## config.mk

```make
export PLATFORM = sky130hd
export DESIGN_NAME = double_ended_queue_unit
export DESIGN_NICKNAME = d
export VERILOG_FILES = /design/src/sv/deq_pkg.sv /design/src/sv/deq_ram.sv /design/src/sv/deq_ctrl.sv /design/src/sv/double_ended_queue_unit.sv
export SDC_FILE = /design/constraint.sdc
export NUM_CORES = 1
export LEC_CHECK = 0
export BUFFER_PORTS_ARGS = -buffer_cell sky130_fd_sc_hd__buf_4
export CORE_MARGIN = 1
export CORE_UTILIZATION = 60
export CTS_BUF_LIST = sky130_fd_sc_hd__clkbuf_16
export CTS_CLUSTER_SIZE = 14
export DETAILED_ROUTE_END_ITERATION = 16
export HOLD_SLACK_MARGIN = 0.05
export PLACE_DENSITY = 0.83
export SLEW_MARGIN = 40
export SYNTH_ARGS = -nofsm -noshare
export SYNTH_HDL_FRONTEND = slang
export SYNTH_HIERARCHICAL = 1
export SYNTH_SLANG_ARGS = --single-unit
```

## constraint.sdc

```tcl
create_clock -name clk -period 5.9 [get_ports clk]
set_clock_uncertainty 0.1 [all_clocks]
set_input_delay 0.59 -clock clk [delete_from_list [all_inputs] [get_ports clk]]
set_output_delay 0.59 -clock clk [all_outputs]
set_load 0.02 [all_outputs]
```

## src/sv/deq_pkg.sv

```systemverilog
`timescale 1ns / 1ps
// ----------------------------------------------------------------------------
// deq_pkg
// Shared codes and types of the double-ended queue unit.
// ----------------------------------------------------------------------------
package deq_pkg;

    localparam int FUNC_W    = 3;
    localparam int STATUS_W  = 2;
    localparam int WORD_W    = 32;

    // request codes
    localparam logic [FUNC_W-1:0] FN_PUSH_FRONT = 3'd0;
    localparam logic [FUNC_W-1:0] FN_PUSH_BACK  = 3'd1;
    localparam logic [FUNC_W-1:0] FN_POP_FRONT  = 3'd2;
    localparam logic [FUNC_W-1:0] FN_POP_BACK   = 3'd3;
    localparam logic [FUNC_W-1:0] FN_PEEK_FRONT = 3'd4;
    localparam logic [FUNC_W-1:0] FN_PEEK_BACK  = 3'd5;

    // status codes
    localparam logic [STATUS_W-1:0] ST_OK    = 2'd0;
    localparam logic [STATUS_W-1:0] ST_EMPTY = 2'd1;
    localparam logic [STATUS_W-1:0] ST_FULL  = 2'd2;

    // per-request result info handed from the pointer logic to the output side
    typedef struct packed {
        logic                rd_used;
        logic [STATUS_W-1:0] status;
        logic                is_empty;
    } resp_info_t;

endpackage

```

## src/sv/deq_ram.sv

```systemverilog
`timescale 1ns / 1ps
// ----------------------------------------------------------------------------
// deq_ram
// Generic single-clock RAM, one write port and one read port with
// registered read data.
// ----------------------------------------------------------------------------
module deq_ram #(
    parameter int WIDTH = 32,
    parameter int DEPTH = 16
) (
    input  logic                     clk,
    input  logic                     we,
    input  logic [$clog2(DEPTH)-1:0] waddr,
    input  logic [WIDTH-1:0]         wdata,
    input  logic                     re,
    input  logic [$clog2(DEPTH)-1:0] raddr,
    output logic [WIDTH-1:0]         rdata
);

    logic [WIDTH-1:0] mem [DEPTH];
    logic [WIDTH-1:0] rdata_reg;

    always_ff @(posedge clk)
    begin
        if (we)
        begin
            mem[waddr] <= wdata;
        end
        if (re)
        begin
            rdata_reg <= mem[raddr];
        end
    end

    assign rdata = rdata_reg;

endmodule

```

## src/sv/deq_ctrl.sv

```systemverilog
`timescale 1ns / 1ps
// ----------------------------------------------------------------------------
// deq_ctrl
// Front pointer and occupancy of the ring buffer; decodes each request into
// at most one entry write or one entry read and the result status.
// ----------------------------------------------------------------------------
module deq_ctrl #(
    parameter int DEPTH      = 16,
    parameter int DATA_WIDTH = 32
) (
    input  logic                            clk,
    input  logic                            rst_n,
    input  logic                            accept,
    input  logic [deq_pkg::FUNC_W-1:0]      func,
    input  logic [deq_pkg::WORD_W-1:0]      data,
    output logic                            we,
    output logic [$clog2(DEPTH)-1:0]        waddr,
    output logic [DATA_WIDTH-1:0]           wdata,
    output logic                            re,
    output logic [$clog2(DEPTH)-1:0]        raddr,
    output deq_pkg::resp_info_t             info
);
    import deq_pkg::*;

    localparam int ADDR_W = $clog2(DEPTH);
    localparam int CNT_W  = $clog2(DEPTH + 1);
    localparam int SUM_W  = ADDR_W + 2;

    logic [ADDR_W-1:0] front_reg, front_next;
    logic [CNT_W-1:0]  count_reg, count_next;
    logic [ADDR_W-1:0] front_dec;
    logic [SUM_W-1:0]  sum_slot;
    logic [SUM_W-1:0]  sum_last;
    logic [ADDR_W-1:0] back_slot;
    logic [ADDR_W-1:0] back_last;
    logic [63:0]       data_ext;
    logic              full;
    logic              empty;

    assign full  = (count_reg == CNT_W'(DEPTH));
    assign empty = (count_reg == '0);

    assign front_dec = (front_reg == '0) ? ADDR_W'(DEPTH - 1) : front_reg - 1'b1;
    assign sum_slot  = SUM_W'(front_reg) + SUM_W'(count_reg);
    assign sum_last  = sum_slot - 1'b1;
    assign back_slot = (sum_slot >= SUM_W'(DEPTH)) ? ADDR_W'(sum_slot - SUM_W'(DEPTH))
                                                   : sum_slot[ADDR_W-1:0];
    assign back_last = (sum_last >= SUM_W'(DEPTH)) ? ADDR_W'(sum_last - SUM_W'(DEPTH))
                                                   : sum_last[ADDR_W-1:0];

    assign data_ext = {32'b0, data};
    assign wdata    = data_ext[DATA_WIDTH-1:0];

    always_comb
    begin
        front_next   = front_reg;
        count_next   = count_reg;
        we           = 1'b0;
        waddr        = back_slot;
        re           = 1'b0;
        raddr        = front_reg;
        info.rd_used = 1'b0;
        info.status  = ST_OK;
        case (func) inside
            FN_PUSH_FRONT, FN_PUSH_BACK:
            begin
                if (full)
                begin
                    info.status = ST_FULL;
                end
                else
                begin
                    we         = accept;
                    count_next = count_reg + 1'b1;
                    if (func == FN_PUSH_FRONT)
                    begin
                        front_next = front_dec;
                        waddr      = front_dec;
                    end
                end
            end
            FN_POP_FRONT, FN_POP_BACK, FN_PEEK_FRONT, FN_PEEK_BACK:
            begin
                if (empty)
                begin
                    info.status = ST_EMPTY;
                end
                else
                begin
                    re           = accept;
                    info.rd_used = 1'b1;
                    if (func == FN_POP_BACK || func == FN_PEEK_BACK)
                    begin
                        raddr = back_last;
                    end
                    if (func == FN_POP_FRONT)
                    begin
                        front_next = (front_reg == ADDR_W'(DEPTH - 1)) ? '0
                                                                       : front_reg + 1'b1;
                        count_next = count_reg - 1'b1;
                    end
                    else if (func == FN_POP_BACK)
                    begin
                        count_next = count_reg - 1'b1;
                    end
                end
            end
            default:
            begin
                // unused code: leave the queue untouched
                front_next = front_reg;
            end
        endcase
        info.is_empty = (count_next == '0);
    end

    always_ff @(posedge clk or negedge rst_n)
    begin
        if (!rst_n)
        begin
            front_reg <= '0;
            count_reg <= '0;
        end
        else if (accept)
        begin
            front_reg <= front_next;
            count_reg <= count_next;
        end
    end

`ifndef SYNTHESIS
    a_count_bound: assert property (@(posedge clk) disable iff (!rst_n)
        count_reg <= CNT_W'(DEPTH))
        else $error("occupancy above depth");

    a_one_access: assert property (@(posedge clk) disable iff (!rst_n)
        !(we && re))
        else $error("write and read in one request");

    a_full_drop: assert property (@(posedge clk) disable iff (!rst_n)
        (accept && info.status == ST_FULL) |=> $stable(count_reg) && $stable(front_reg))
        else $error("dropped push changed the queue");
`endif

endmodule

```

## src/sv/double_ended_queue_unit.sv

```systemverilog
`timescale 1ns / 1ps
// ----------------------------------------------------------------------------
// double_ended_queue_unit
// Bounded double-ended queue of data words kept as a ring buffer in RAM.
// ----------------------------------------------------------------------------
// One request is taken per clock cycle while the master side keeps up. Each
// request gives one result: the edge that takes the request registers the
// entry RAM read, and the result then moves into the output register,
// where it becomes valid on the master side. A result held on
// the master side stalls the input once the read stage behind it is also
// occupied. Pointer and occupancy update at acceptance, so a request may
// touch an entry written by the request just before it. Pop or peek on an
// empty queue returns the empty status; push on a full queue returns the
// full status and drops the word. The entry RAM needs no clearing after reset.
module double_ended_queue_unit #(
    parameter int DEPTH      = 16,
    parameter int DATA_WIDTH = 32
) (
    input  logic                              clk,
    input  logic                              rst_n,
    input  logic                              s_axis_tvalid,
    output logic                              s_axis_tready,
    input  logic [deq_pkg::WORD_W-1:0]        s_axis_tdata,  // [31:0] data
    input  logic [deq_pkg::FUNC_W-1:0]        s_axis_tuser,  // [2:0] func
    output logic                              m_axis_tvalid,
    input  logic                              m_axis_tready,
    output logic [deq_pkg::WORD_W-1:0]        m_axis_tdata,  // [31:0] value
    output logic [deq_pkg::STATUS_W:0]        m_axis_tuser   // [1:0] status, [2] is_empty
);
    import deq_pkg::*;

    localparam int ADDR_W = $clog2(DEPTH);

    logic                  accept;
    logic                  out_free;
    logic                  we;
    logic [ADDR_W-1:0]     waddr;
    logic [DATA_WIDTH-1:0] wdata;
    logic                  re;
    logic [ADDR_W-1:0]     raddr;
    logic [DATA_WIDTH-1:0] rdata;
    logic [63:0]           rd_ext;
    resp_info_t            info;

    logic                  s1_valid_reg, s1_valid_next;
    resp_info_t            s1_info_reg;
    logic                  out_valid_reg, out_valid_next;
    logic [WORD_W-1:0]     out_value_reg;
    logic [STATUS_W-1:0]   out_status_reg;
    logic                  out_empty_reg;

    assign out_free      = !out_valid_reg || m_axis_tready;
    assign s_axis_tready = !s1_valid_reg || out_free;
    assign accept        = s_axis_tvalid && s_axis_tready;

    deq_ctrl #(
        .DEPTH      (DEPTH),
        .DATA_WIDTH (DATA_WIDTH)
    ) u_ctrl (
        .clk    (clk),
        .rst_n  (rst_n),
        .accept (accept),
        .func   (s_axis_tuser),
        .data   (s_axis_tdata),
        .we     (we),
        .waddr  (waddr),
        .wdata  (wdata),
        .re     (re),
        .raddr  (raddr),
        .info   (info)
    );

    deq_ram #(
        .WIDTH (DATA_WIDTH),
        .DEPTH (DEPTH)
    ) u_ram (
        .clk   (clk),
        .we    (we),
        .waddr (waddr),
        .wdata (wdata),
        .re    (re),
        .raddr (raddr),
        .rdata (rdata)
    );

    assign rd_ext = 64'(rdata);

    // read data stays put while stage one is stalled: no new read is issued
    assign s1_valid_next  = accept || (s1_valid_reg && !out_free);
    assign out_valid_next = out_free ? s1_valid_reg : 1'b1;

    always_ff @(posedge clk or negedge rst_n)
    begin
        if (!rst_n)
        begin
            s1_valid_reg  <= 1'b0;
            out_valid_reg <= 1'b0;
        end
        else
        begin
            s1_valid_reg  <= s1_valid_next;
            out_valid_reg <= out_valid_next;
        end
    end

    always_ff @(posedge clk)
    begin
        if (accept)
        begin
            s1_info_reg <= info;
        end
        if (out_free && s1_valid_reg)
        begin
            out_value_reg  <= s1_info_reg.rd_used ? rd_ext[WORD_W-1:0] : '0;
            out_status_reg <= s1_info_reg.status;
            out_empty_reg  <= s1_info_reg.is_empty;
        end
    end

    assign m_axis_tvalid = out_valid_reg;
    assign m_axis_tdata  = out_value_reg;
    assign m_axis_tuser  = {out_empty_reg, out_status_reg};

`ifndef SYNTHESIS
    a_stall_cause: assert property (@(posedge clk) disable iff (!rst_n)
        !s_axis_tready |-> (s1_valid_reg && out_valid_reg))
        else $error("input stalled with a free slot");

    a_read_tracked: assert property (@(posedge clk) disable iff (!rst_n)
        re |=> s1_valid_reg)
        else $error("entry read without a pending result");

    a_error_zero: assert property (@(posedge clk) disable iff (!rst_n)
        (out_valid_reg && out_status_reg != ST_OK) |-> (out_value_reg == '0))
        else $error("error result carries a value");
`endif

endmodule
```

==> impl_metrics.env <==
export IMPL_place_congestion=0.8420
export IMPL_vias_per_cell=6.468
export IMPL_cts_tree="yes"
export IMPL_r2r_start="u_ctrl/count_reg[1]$_DFFE_PN0P_"
export IMPL_syn_inst=1097
export IMPL_tightest_slew_ns=0.7611
export IMPL_ys_flop_type="edfxtp_1"
export IMPL_nets=1240
export IMPL_p_total_uw=11970
export IMPL_grt_pass1_vias=11880
export IMPL_clock_sinks=594
export IMPL_worst_path_max_delay_cell="nor2_4"
export IMPL_syn_to_final_growth_pct=14.64
export IMPL_maxSlewViolCount=0
export IMPL_avgSynthCellArea_um2=21.05
export IMPL_finalSetupViolCount=0
export IMPL_h_tree_depth=2
export IMPL_slowest_delay_ns=0.71
export IMPL_dp_slack_ns=1.558
export IMPL_layout_drive_gt1_share_pct=31.38
export IMPL_reg2reg_depth=8
export IMPL_final_common_cell="edfxtp_1"
export IMPL_cp_num_buf_inv=2
export IMPL_vdd_drop_max_v=0.0002613
export IMPL_numCtsBuffers=56
export IMPL_drtIter0Drc=1079
export IMPL_path_cells="inv_1 -> ha_1 -> nand4bb_1 -> nand3_2 -> mux2i_1 -> nand2b_1 -> nor2_4 -> buf_4"
export IMPL_clock_path_buffers=3
export IMPL_start_util_pct=61.18
export IMPL_wirelength_mm=50.61
export IMPL_min_to="s1_valid_reg$_DFF_PN0_"
export IMPL_insertion_delay_ns=0.61
export IMPL_fmax_mhz=238.2
export IMPL_rsz0062_at_grt="no"
export IMPL_min_from="s_axis_tvalid"
export IMPL_reg2reg_to="u_ram/mem[10][1]$_DFFE_PP_"
export IMPL_ant_nets=0
export IMPL_finalWorstSetupSlack_ns=1.701
export IMPL_hold_depth=2
export IMPL_dp_hpwl_mm=28.13
export IMPL_power_density_mw_per_mm2=452.2
export IMPL_num_rows=71
export IMPL_synth_nets=1148
export IMPL_drc_errors=0
export IMPL_synth_seq_cells=594
export IMPL_multi_input_area_mm2=0.004908
export IMPL_vias=11260
export IMPL_synth_edf_count=583
export IMPL_critPathRequiredTime_ns=6.06
export IMPL_regToRegSetupSlack_ns=1.70
export IMPL_clockRootBuffer="clkbuf_16"
export IMPL_numPortBuffers=75
export IMPL_seq_area_mm2=0.01778
export IMPL_post_route_min_period_ns=4.199
export IMPL_diodes=0
export IMPL_hold_class="in -> reg"
export IMPL_tns_ns=0
export IMPL_drt_pass1_iter_count=5
export IMPL_chipHeight_um=198.2
export IMPL_grt_ovfl_total=0
export IMPL_critPathTopFamily="simple AND/OR/NAND/NOR gates"
export IMPL_largest_reg_flops=512
export IMPL_critical_path_max_fanout=17
export IMPL_yosysUniqueCellTypes=53
export IMPL_period_share_pct=71.16
export IMPL_io_pins=76
export IMPL_slew_headroom_pct=47.81
export IMPL_antenna_found_initial=0
export IMPL_yosysSeqAreaShare_pct=76.99
export IMPL_grt_first_pass_wirelength_mm=75.35
export IMPL_path_class="reg -> reg"
export IMPL_cts_resized=0
export IMPL_status="completed"
export IMPL_cp_end_kind="flop"
export IMPL_wire_per_inst_um=29.07
export IMPL_async_flop_share_pct=1.852
export IMPL_dieWidth_um=198.2
export IMPL_synth_warnings=6
export IMPL_synthesis_area_mm2=0.02310
export IMPL_core_area_mm2=0.03776
export IMPL_clk_pin_slew_ns=0.06
export IMPL_p_leak_uw=0.008675
export IMPL_holdWs_ns=0.09040
export IMPL_mostFrequentLayoutCells="583 x edfxtp_1, 128 x mux4_2, 94 x buf_4"
export IMPL_hold_viol_final=0
export IMPL_drv_cap=0
export IMPL_startpoint_type="flop"
export IMPL_grt_max_degree=41
export IMPL_arrival_ns=4.36
export IMPL_fp_dieArea_mm2=0.03928
export IMPL_track_usage_pct=27.08
export IMPL_nFillCells=2141
worst max path at each step:
stage / start / to / slack, ns / depth (start not counted)
2_1_floorplan: m_axis_tready / u_ram/mem[0][0]$_DFFE_PP_ / 1.12 / 6
3_3_place_gp: s_axis_tuser[1] / u_ram/rdata[10]$_DFFE_PP_ / 1.61 / 10
3_5_place_dp: s_axis_tuser[1] / u_ram/mem[9][11]$_DFFE_PP_ / 1.56 / 8
4_1_cts: u_ctrl/count_reg[1]$_DFFE_PN0P_ / u_ram/mem[11][3]$_DFFE_PP_ / 1.83 / 8
5_1_grt: u_ctrl/count_reg[1]$_DFFE_PN0P_ / u_ram/mem[9][1]$_DFFE_PP_ / 1.55 / 9
6_report: u_ctrl/count_reg[1]$_DFFE_PN0P_ / u_ram/mem[10][1]$_DFFE_PP_ / 1.70 / 8
synth_stat cells (2+ instances only):
cell type  count  area share, %
nand2_1       39           0.63
nand3_1        7           0.15
clkbuf_1      20           0.33
xor2_1         3           0.11
and2_1         4           0.11
nand3b_1       2          0.065
buf_1         12           0.20
buf_6          2          0.098
xnor2_1        7           0.27
mux2i_1        4           0.17
o21ai_0       11           0.24
buf_2          8           0.17
a21oi_1        8           0.17
edfxtp_1     583             76
and3_1         3          0.081
a22oi_1       64            2.1
o211ai_1       3          0.098
nor2b_1        8           0.22
clkbuf_2       3          0.065
a31oi_1        3          0.081
mux4_2       128             12
and2_2        32            1.0
nor3b_1        2          0.065
buf_4         42            1.4
nand3_2        2          0.087
nor3_1         9           0.20
dfrtp_1       11            1.2
ha_1          11           0.60
nand2b_1       6           0.16
inv_1         14           0.23
a21o_1         4           0.13
nor2_1        21           0.34
cell families (layout without fill, tap and decap cells):
group                      count (synthesis)  count (layout)  synth area share [%]
muxes                                    132             132                 12.65
xor gates and xnor gates                  10              10                0.3792
adders and majority gates                 12              12                0.6826
AOI/OAI and AO/OA                        104             104                 3.304
and+or+nand+nor                          143             143                 3.527
DFF                                      594             594                 76.99
buffers and inverters                    102             235                 2.465
stage by stage:
step	utilization, %	instance area [um2]	cells
2_1_floorplan	-	23100	1097
3_3_place_gp	64.12	24210	1621
3_5_place_dp	65.32	24660	1641
4_1_cts	70.13	26480	1741
5_1_grt	70.13	26480	1741
6_report	70.13	26480	1741
repair_timing:
| action | 4_1_cts | 5_1_grt |
|---|---|---|
| hold buffers | 1 | 0 |
| buffers inserted | 0 | 0 |
| hold endpoints to repair | 11 | 0 |
area by class of cell:
class	count	area share, %
flip-flops and latches	594	67.16
multi-input cells	401	18.54
clock buffers	58	5.481
repair buffers	121	4.858
well taps	511	2.415
clock inverters	41	1.342
inverters	15	0.2126
where the power goes:
part	leakage (uW)	total, uW	switching, uW	internal, uW
combinational	0.00231	3300	1770	1530
sequential	0.00542	5100	128	4970
clock	0.000942	3570	1510	2060
per-layer routing:
| metal | global-route usage, % | vias to the layer above | share of wire [%] |
|---|---|---|---|
| met3 | 4.905 | 134 | 8.2 |
| met4 | 12.29 | 0 | 3.9 |
| met2 | 45.03 | 624 | 51 |
| met5 | 0 | - | 0 |
| li1 | - | 4659 | - |
| met1 | 35.18 | 5844 | 37 |
(Power assumes the default switching activity.)
